### config.mk
export PLATFORM = sky130hd
export DESIGN_NAME = kbse_ctrl
export DESIGN_NICKNAME = d
export VERILOG_FILES = /design/src/rtl/kbse_pkg.sv /design/src/rtl/kbse_ctrl.sv
export SDC_FILE = /design/constraint.sdc
export NUM_CORES = 1
export LEC_CHECK = 0
export BUFFER_PORTS_ARGS = -buffer_cell sky130_fd_sc_hd__buf_2
export CORE_AREA = 2 2 67 69
export DETAILED_ROUTE_END_ITERATION = 8
export DIE_AREA = 0 0 69 71
export SYNTH_ARGS = -nofsm -noshare
export SYNTH_HDL_FRONTEND = slang
export SYNTH_SLANG_ARGS = --single-unit
### constraint.sdc
create_clock -name clock -period 2.2 [get_ports clock]
set_input_delay 0.44 -clock clock [delete_from_list [all_inputs] [get_ports clock]]
set_output_delay 0.44 -clock clock [all_outputs]
set_load 0.02 [all_outputs]
### src/rtl/kbse_pkg.sv
// Shared types and constants for the keyframe Bezier spline engine.
// No dependencies; used by kbse_ctrl, kbse_dp and the top level.
package kbse_pkg;

   localparam int MAX_POINTS = 64;
   localparam int IDX_W      = $clog2(MAX_POINTS);
   localparam int CNT_W      = $clog2(MAX_POINTS + 1);

   typedef enum logic [2:0] {
      OP_ADD_POINT  = 3'd0,
      OP_SET_VALUE  = 3'd1,
      OP_SET_SEG    = 3'd2,
      OP_SET_CORNER = 3'd3,
      OP_EVALUATE   = 3'd4,
      OP_READ_TYPES = 3'd5
   } opcode_type;

   typedef enum logic [1:0] {
      SEG_LINEAR = 2'd0,
      SEG_QUAD   = 2'd1,
      SEG_CUBIC  = 2'd2
   } seg_type;

   typedef enum logic [1:0] {
      ST_OK    = 2'd0,
      ST_RANGE = 2'd1,
      ST_FULL  = 2'd2
   } status_type;

   // address relative to the addressed point, or the append slot
   typedef enum logic [1:0] {
      AD_I   = 2'd0,
      AD_IP1 = 2'd1,
      AD_IM1 = 2'd2,
      AD_CNT = 2'd3
   } addr_sel_type;

   typedef enum logic [2:0] {
      SRC_PV_I   = 3'd0,
      SRC_PV_IP1 = 3'd1,
      SRC_PV_IM1 = 3'd2,
      SRC_SUM_OH = 3'd3,
      SRC_SUM_IH = 3'd4
   } src_type;

   typedef struct packed {
      logic         take_req;
      addr_sel_type rd_sel;
      logic         cap_i;
      logic         cap_ip1;
      logic         cap_im1;
      logic         calc_delta;
      logic         calc_sum;
      logic         status_we;
      status_type   status_val;
      logic         pv_we;
      addr_sel_type pv_wa;
      logic         sk_we;
      addr_sel_type sk_wa;
      logic [1:0]   sk_wd;
      logic         ck_we;
      addr_sel_type ck_wa;
      logic         ck_wd;
      logic         cnt_inc;
      logic         oh_we;
      addr_sel_type oh_wa;
      src_type      oh_src;
      logic         ih_we;
      addr_sel_type ih_wa;
      src_type      ih_src;
      logic         load_ctl;
      logic         mul;
      logic         add;
      logic [1:0]   lane;
      logic         res_set;
      logic         rsp_load;
   } cmd_type;

   typedef struct packed {
      logic [2:0] op;
      logic [1:0] kind;
      logic       point_ok;
      logic       seg_ok;
      logic       i_zero;
      logic       full;
      logic [1:0] sk_i;
      logic [1:0] sk_im1;
      logic       ck_i;
   } flags_type;

endpackage

### src/rtl/kbse_ctrl.sv
// Sequencer for the keyframe Bezier spline engine.
// Depends on kbse_pkg; drives kbse_dp through cmd_type and reads flags_type.
module kbse_ctrl (
   input  logic                clock,
   input  logic                reset,
   input  logic                req_valid,
   output logic                req_ready,
   output logic                rsp_valid,
   input  logic                rsp_ready,
   input  kbse_pkg::flags_type flags,
   output kbse_pkg::cmd_type   cmd
);

   typedef enum logic [3:0] {
      S_IDLE, S_RD0, S_RD1, S_RD2, S_RD3, S_EXEC, S_WR1, S_WR2,
      S_LOAD, S_MUL, S_ADD, S_FIN, S_DONE
   } state_type;

   state_type  state_ff, state_in;
   logic       rsp_valid_ff, rsp_valid_in;
   logic [1:0] m_ff, m_in;
   logic [1:0] j_ff, j_in;

   assign req_ready = (state_ff == S_IDLE);
   assign rsp_valid = rsp_valid_ff;

   always_comb begin
      cmd      = '0;
      state_in = state_ff;
      m_in     = m_ff;
      j_in     = j_ff;
      cmd.rd_sel = kbse_pkg::AD_I;
      case (state_ff)
         S_IDLE: begin
            cmd.take_req = req_valid;
            if (req_valid) begin
               state_in = S_RD0;
            end
         end
         S_RD0: begin
            state_in = S_RD1;
         end
         S_RD1: begin
            cmd.cap_i  = 1'b1;
            cmd.rd_sel = kbse_pkg::AD_IP1;
            state_in   = S_RD2;
         end
         S_RD2: begin
            cmd.cap_ip1    = 1'b1;
            cmd.calc_delta = 1'b1;
            cmd.rd_sel     = kbse_pkg::AD_IM1;
            state_in       = S_RD3;
         end
         S_RD3: begin
            cmd.cap_im1  = 1'b1;
            cmd.calc_sum = 1'b1;
            state_in     = S_EXEC;
         end
         S_EXEC: begin
            state_in = S_FIN;
            case (flags.op)
               kbse_pkg::OP_ADD_POINT: begin
                  if (flags.full) begin
                     cmd.status_we  = 1'b1;
                     cmd.status_val = kbse_pkg::ST_FULL;
                  end else begin
                     state_in = S_WR1;
                  end
               end
               kbse_pkg::OP_SET_VALUE: begin
                  if (!flags.point_ok) begin
                     cmd.status_we  = 1'b1;
                     cmd.status_val = kbse_pkg::ST_RANGE;
                  end else begin
                     state_in = S_WR1;
                  end
               end
               kbse_pkg::OP_SET_SEG: begin
                  if (!flags.seg_ok) begin
                     cmd.status_we  = 1'b1;
                     cmd.status_val = kbse_pkg::ST_RANGE;
                  end else begin
                     state_in = S_WR1;
                  end
               end
               kbse_pkg::OP_SET_CORNER: begin
                  if (!flags.point_ok) begin
                     cmd.status_we  = 1'b1;
                     cmd.status_val = kbse_pkg::ST_RANGE;
                  end else if (flags.kind <= 2'd1 && flags.ck_i != flags.kind[0]) begin
                     state_in = S_WR1;
                  end
               end
               kbse_pkg::OP_EVALUATE: begin
                  if (!flags.seg_ok) begin
                     cmd.status_we  = 1'b1;
                     cmd.status_val = kbse_pkg::ST_RANGE;
                  end else begin
                     state_in = S_LOAD;
                  end
               end
               kbse_pkg::OP_READ_TYPES: begin
                  if (!flags.point_ok) begin
                     cmd.status_we  = 1'b1;
                     cmd.status_val = kbse_pkg::ST_RANGE;
                  end
               end
               default: begin
                  state_in = S_FIN;
               end
            endcase
         end
         S_WR1: begin
            state_in = S_FIN;
            case (flags.op)
               kbse_pkg::OP_ADD_POINT: begin
                  cmd.pv_we   = 1'b1;
                  cmd.pv_wa   = kbse_pkg::AD_CNT;
                  cmd.sk_we   = 1'b1;
                  cmd.sk_wa   = kbse_pkg::AD_CNT;
                  cmd.sk_wd   = kbse_pkg::SEG_LINEAR;
                  cmd.ck_we   = 1'b1;
                  cmd.ck_wa   = kbse_pkg::AD_CNT;
                  cmd.ck_wd   = 1'b0;
                  cmd.cnt_inc = 1'b1;
               end
               kbse_pkg::OP_SET_VALUE: begin
                  cmd.pv_we = 1'b1;
                  cmd.pv_wa = kbse_pkg::AD_I;
                  if (flags.seg_ok && flags.sk_i != kbse_pkg::SEG_LINEAR) begin
                     cmd.oh_we  = 1'b1;
                     cmd.oh_wa  = kbse_pkg::AD_I;
                     cmd.oh_src = kbse_pkg::SRC_SUM_OH;
                     if (flags.sk_i == kbse_pkg::SEG_QUAD) begin
                        cmd.ih_we  = 1'b1;
                        cmd.ih_wa  = kbse_pkg::AD_IP1;
                        cmd.ih_src = kbse_pkg::SRC_SUM_OH;
                     end
                  end
                  state_in = S_WR2;
               end
               kbse_pkg::OP_SET_SEG: begin
                  case (flags.kind)
                     kbse_pkg::SEG_LINEAR: begin
                        cmd.sk_we = 1'b1;
                        cmd.sk_wa = kbse_pkg::AD_I;
                        cmd.sk_wd = kbse_pkg::SEG_LINEAR;
                     end
                     kbse_pkg::SEG_QUAD: begin
                        cmd.sk_we  = 1'b1;
                        cmd.sk_wa  = kbse_pkg::AD_I;
                        cmd.sk_wd  = kbse_pkg::SEG_QUAD;
                        cmd.oh_we  = 1'b1;
                        cmd.oh_wa  = kbse_pkg::AD_I;
                        cmd.oh_src = kbse_pkg::SRC_PV_I;
                        cmd.ih_we  = 1'b1;
                        cmd.ih_wa  = kbse_pkg::AD_IP1;
                        cmd.ih_src = kbse_pkg::SRC_PV_I;
                     end
                     kbse_pkg::SEG_CUBIC: begin
                        cmd.sk_we  = 1'b1;
                        cmd.sk_wa  = kbse_pkg::AD_I;
                        cmd.sk_wd  = kbse_pkg::SEG_CUBIC;
                        cmd.oh_we  = 1'b1;
                        cmd.oh_wa  = kbse_pkg::AD_I;
                        cmd.oh_src = kbse_pkg::SRC_PV_I;
                        cmd.ih_we  = 1'b1;
                        cmd.ih_wa  = kbse_pkg::AD_IP1;
                        cmd.ih_src = kbse_pkg::SRC_PV_IP1;
                     end
                     default: begin
                        cmd.sk_we = 1'b0;
                     end
                  endcase
               end
               kbse_pkg::OP_SET_CORNER: begin
                  cmd.ck_we = 1'b1;
                  cmd.ck_wa = kbse_pkg::AD_I;
                  cmd.ck_wd = flags.kind[0];
                  if (flags.kind[0]) begin
                     state_in = S_WR2;
                     // left neighbor becomes cubic, in handle snaps to the point
                     if (!flags.i_zero) begin
                        cmd.ih_we  = 1'b1;
                        cmd.ih_wa  = kbse_pkg::AD_I;
                        cmd.ih_src = kbse_pkg::SRC_PV_I;
                        if (flags.sk_im1 != kbse_pkg::SEG_CUBIC) begin
                           cmd.sk_we  = 1'b1;
                           cmd.sk_wa  = kbse_pkg::AD_IM1;
                           cmd.sk_wd  = kbse_pkg::SEG_CUBIC;
                           cmd.oh_we  = 1'b1;
                           cmd.oh_wa  = kbse_pkg::AD_IM1;
                           cmd.oh_src = kbse_pkg::SRC_PV_IM1;
                        end
                     end
                  end
               end
               default: begin
                  state_in = S_FIN;
               end
            endcase
         end
         S_WR2: begin
            state_in = S_FIN;
            if (flags.op == kbse_pkg::OP_SET_VALUE) begin
               if (!flags.i_zero && flags.sk_im1 != kbse_pkg::SEG_LINEAR) begin
                  cmd.ih_we  = 1'b1;
                  cmd.ih_wa  = kbse_pkg::AD_I;
                  cmd.ih_src = kbse_pkg::SRC_SUM_IH;
                  if (flags.sk_im1 == kbse_pkg::SEG_QUAD) begin
                     cmd.oh_we  = 1'b1;
                     cmd.oh_wa  = kbse_pkg::AD_IM1;
                     cmd.oh_src = kbse_pkg::SRC_SUM_IH;
                  end
               end
            end else if (flags.seg_ok) begin
               // right neighbor of a smooth corner
               cmd.oh_we  = 1'b1;
               cmd.oh_wa  = kbse_pkg::AD_I;
               cmd.oh_src = kbse_pkg::SRC_PV_I;
               if (flags.sk_i != kbse_pkg::SEG_CUBIC) begin
                  cmd.sk_we  = 1'b1;
                  cmd.sk_wa  = kbse_pkg::AD_I;
                  cmd.sk_wd  = kbse_pkg::SEG_CUBIC;
                  cmd.ih_we  = 1'b1;
                  cmd.ih_wa  = kbse_pkg::AD_IP1;
                  cmd.ih_src = kbse_pkg::SRC_PV_IP1;
               end
            end
         end
         S_LOAD: begin
            cmd.load_ctl = 1'b1;
            j_in = 2'd0;
            case (flags.sk_i)
               kbse_pkg::SEG_QUAD:  m_in = 2'd2;
               kbse_pkg::SEG_CUBIC: m_in = 2'd3;
               default:             m_in = 2'd1;
            endcase
            state_in = S_MUL;
         end
         S_MUL: begin
            cmd.mul  = 1'b1;
            cmd.lane = j_ff;
            state_in = S_ADD;
         end
         S_ADD: begin
            cmd.add  = 1'b1;
            cmd.lane = j_ff;
            state_in = S_MUL;
            // advance along the level, then drop one level
            if (j_ff + 2'd1 < m_ff) begin
               j_in = j_ff + 2'd1;
            end else if (m_ff > 2'd1) begin
               m_in = m_ff - 2'd1;
               j_in = 2'd0;
            end else begin
               state_in = S_FIN;
            end
         end
         S_FIN: begin
            cmd.res_set = (flags.op == kbse_pkg::OP_EVALUATE) && flags.seg_ok;
            state_in    = S_DONE;
         end
         S_DONE: begin
            if (!rsp_valid_ff || rsp_ready) begin
               cmd.rsp_load = 1'b1;
               state_in     = S_IDLE;
            end
         end
         default: begin
            state_in = S_IDLE;
         end
      endcase
   end

   assign rsp_valid_in = cmd.rsp_load | (rsp_valid_ff & ~rsp_ready);

   always_ff @(posedge clock) begin
      if (reset) begin
         state_ff     <= S_IDLE;
         rsp_valid_ff <= 1'b0;
         m_ff         <= 2'd0;
         j_ff         <= 2'd0;
      end else begin
         state_ff     <= state_in;
         rsp_valid_ff <= rsp_valid_in;
         m_ff         <= m_in;
         j_ff         <= j_in;
      end
   end

endmodule

==> key figures <==
Setup path
  • Worst R2R Start: j_ff[0]$_SDFFE_PP0P_
  • Slack of the worst reg-to-reg path: 0.33 ns
  • CP Class: input port to output port
  • CP Launch Type: input port
  • Worst Path Required: 1.76 ns
  • Reg2reg end: j_ff[1]$_SDFFE_PP0P_
  • Setup crit end kind: output port
  • Worst Reg-to-Reg Cells: 6
  • Critical Path Fanout Max: 6
  • Critical Path AT: 1.67 ns

Pwr
  • Combinational share of power: 48.1%
  • Clock share of power: 24.9%
  • Switch Pwr: 325 uW
  • Int Pwr: 450 uW
  • Max IR drop VDD: 0.162 mV
  • Sequential Power Share: 27.0%
  • Power density cells: 421 mW/mm^2
  • Sw Share: 42.0%
  • Leak Pwr: 0.933 nW

Floorplan
  • Core outline area: 0.00420 mm^2
  • Starting Density: 33.5%
  • Die Y: 71 um
  • Ports: 63
  • Chip width: 69 um
  • Die Area: 0.00490 mm^2
  • Rows: 24

Run
  • Total of max-cap violations: 0

Synthesis
  • Post-synth top area share: 12.8%
  • Cells after Synth: 200
  • Warnings, synthesis: 0
  • Synth area leaders: dfxtp_1 13%, ha_1 7.1%, nor2_1 5.6%, nor3_1 4.6%, buf_4 4.3%
  • Seq cells post-synth: 9
  • Number of synthesized flops with an enable pin: 0
  • Netlist cell types: 60
  • Async SR Flop Fraction: 0%
  • Register area share after synthesis: 12.8%
  • Top_reg_cell synth: dfxtp_1
  • Most common cell in the synthesized netlist: nor2_1
  • Cell taking the most area after synthesis: dfxtp_1
  • Syn_area_per_cell: 7.04 um^2
  • Synth top cells by count: 21 x nor2_1, 13 x nor3_1, 10 x inv_1, 10 x nand2_1
  • Synth Cell Area: 0.00141 mm^2

GRT
  • First-pass GRT wire length: 6870 um
  • Largest net degree at the start of global routing: 16
  • Total GRT Usage: 16.8%
  • Initial antenna violation count: 0
  • Overflow after GRT: 0
  • Vias in the first global route: 1547

Clocking
  • Number of setup buffers added after CTS: 0
  • Latest clock arrival within the worst-skew pair: 0.23 ns
  • PostCTS Resize Cnt: 0
  • Clock slew at reported path FFs: 0.04 ns
  • Clk buf depth: 2
  • Clk sinks: 9
  • H-Tree Depth: 1
  • Cts hold-fix bufs: 0
  • CTS tree: built
  • Clock root buffer: clkbuf_8
  • TritonCTS buffer count: 3

Placed design
  • Port bufs: 60
  • Post-Place Setup Slack: 0.0841 ns
  • Post-detail-place hpwl: 3260 um
  • Gp weighted congestion: 0.894

Routing
  • Routed wire length: 4130 um
  • Detailed Routing Iterations Pass 1: 4
  • Vias per inst: 5.26
  • Post-route DRC: 0
  • Antenna viol nets, final: 0
  • DR vias: 1631
  • Routed len/inst: 13.3 um
  • DR iter-0 viols: 105

STA
  • Final min period: 2.11 ns
  • Min Hold Slack: 0.514 ns
  • Final cycle utilization of the critical path: 96.1%
  • Setup repair after global routing missed its margin: no
  • Setup TNS: 0 ns
  • Pins over their slew limit: 0
  • Final WS setup: 0.0858 ns
  • Clock skew: 0.00175 ns
  • Maximum clock rate: 473 MHz
  • # setup viols final: 0
  • Final Hold Fails: 0

Min path
  • Hold Crit Start: m_ff[1]$_SDFFE_PP0P_
  • Hold path depth: 2
  • Worst Hold Class: flip-flop to flip-flop
  • Hold EP: m_ff[1]$_SDFFE_PP0P_

Final layout
  • Layout Nets: 285
  • # diodes: 0
  • Area growth, synth to finish: 30.8%
  • Layout cell share with drive strength beyond 1: 36.8%

Run status
  • Status: complete, no violations
## placed cells by master, fill, tap and decap left out, types with 5 or more instances in the layout
| cell type | Yosys | layout |
|---|---|---|
| o21ai_0 | 7 | 7 |
| buf_2 | 9 | 59 |
| nor2b_1 | 5 | 5 |
| a21oi_1 | 8 | 8 |
| nor2_1 | 21 | 21 |
| nand2_1 | 10 | 10 |
| nand2b_1 | 9 | 9 |
| ha_1 | 8 | 8 |
| or3_1 | 6 | 6 |
| buf_4 | 8 | 16 |
| inv_1 | 10 | 10 |
| nor3_1 | 13 | 13 |
| dfxtp_1 | 9 | 7 |
## logic make-up (layout without fill, tap and decap cells)
group | Yosys count | after routing | synth area share [%]
AOI/OAI and AO/OA | 48 | 48 | 24.8
xor gates and xnor gates | 2 | 2 | 1.24
adders and majority gates | 8 | 8 | 7.11
buffers and inverters | 33 | 90 | 11.7
DFF | 9 | 9 | 12.8
other | 1 | 2 | 0.266
and+or+nand+nor | 99 | 99 | 42.0
## final cells by class
class                      instances  area (um^2)
clock buffer                       4         45.0
sequential                         9          183
fill                             462         2360
timing repair buffer              75          415
multi-input combinational        159         1090
inverter                          11         41.3
tap                               52         65.1
## critical path, stage by stage
cell      delay, ns
buf_2          0.13
or3b_4         0.43
nand4b_2       0.14
o21ai_2        0.07
or3_1          0.29
buf_2          0.16
## routing by layer
metal,GRT usage [%],up-vias,wire [um]
li1,-,839,-
met1,21.7,755,1900
met5,0,-,0
met3,2.56,4,164
met2,28.7,33,2040
met4,5.23,0,30
## how the worst max path moves through the flow
stage / from / end / slack [ns] / cells after the start
global route: flags[12] / cmd[17] / 0.009 / 6
global placement: flags[12] / cmd[17] / 0.10 / 6
CTS: state_ff[1]$_SDFFE_PP0P_ / cmd[17] / 0.006 / 5
finish: flags[12] / cmd[12] / 0.09 / 6
detailed placement: flags[12] / cmd[17] / 0.08 / 6
floorplan: flags[13] / cmd[17] / 0.18 / 3
## stage by stage
| stage | cells | total power [mW] | util [%] | instance area [um^2] |
|---|---|---|---|---|
| after CTS | 310 | 0.774 | 43.1 | 1810 |
| after detailed placement | 306 | 0.572 | 42.0 | 1770 |
| after global routing | 310 | 0.833 | 43.8 | 1840 |
| final | 310 | 0.775 | 43.8 | 1840 |
| after floorplan | 201 | 0.463 | - | 1410 |
| after global placement | 306 | 0.571 | 42.0 | 1770 |
## sequential cells by signal, indices dropped and copies added, names as in the netlist
name and cells:
m_ff 2, state_ff 4, rsp_valid 1, j_ff 2
## power by group through the flow
stage	Sequential [mW]	Clock (mW)	Combinational, mW
after floorplan	0.189	0	0.274
after global placement	0.210	0	0.361
after detailed placement	0.209	0	0.363
after CTS	0.206	0.201	0.367
after global routing	0.214	0.209	0.410
final	0.210	0.193	0.373
Note: power is estimated with default switching activity, not from simulation.
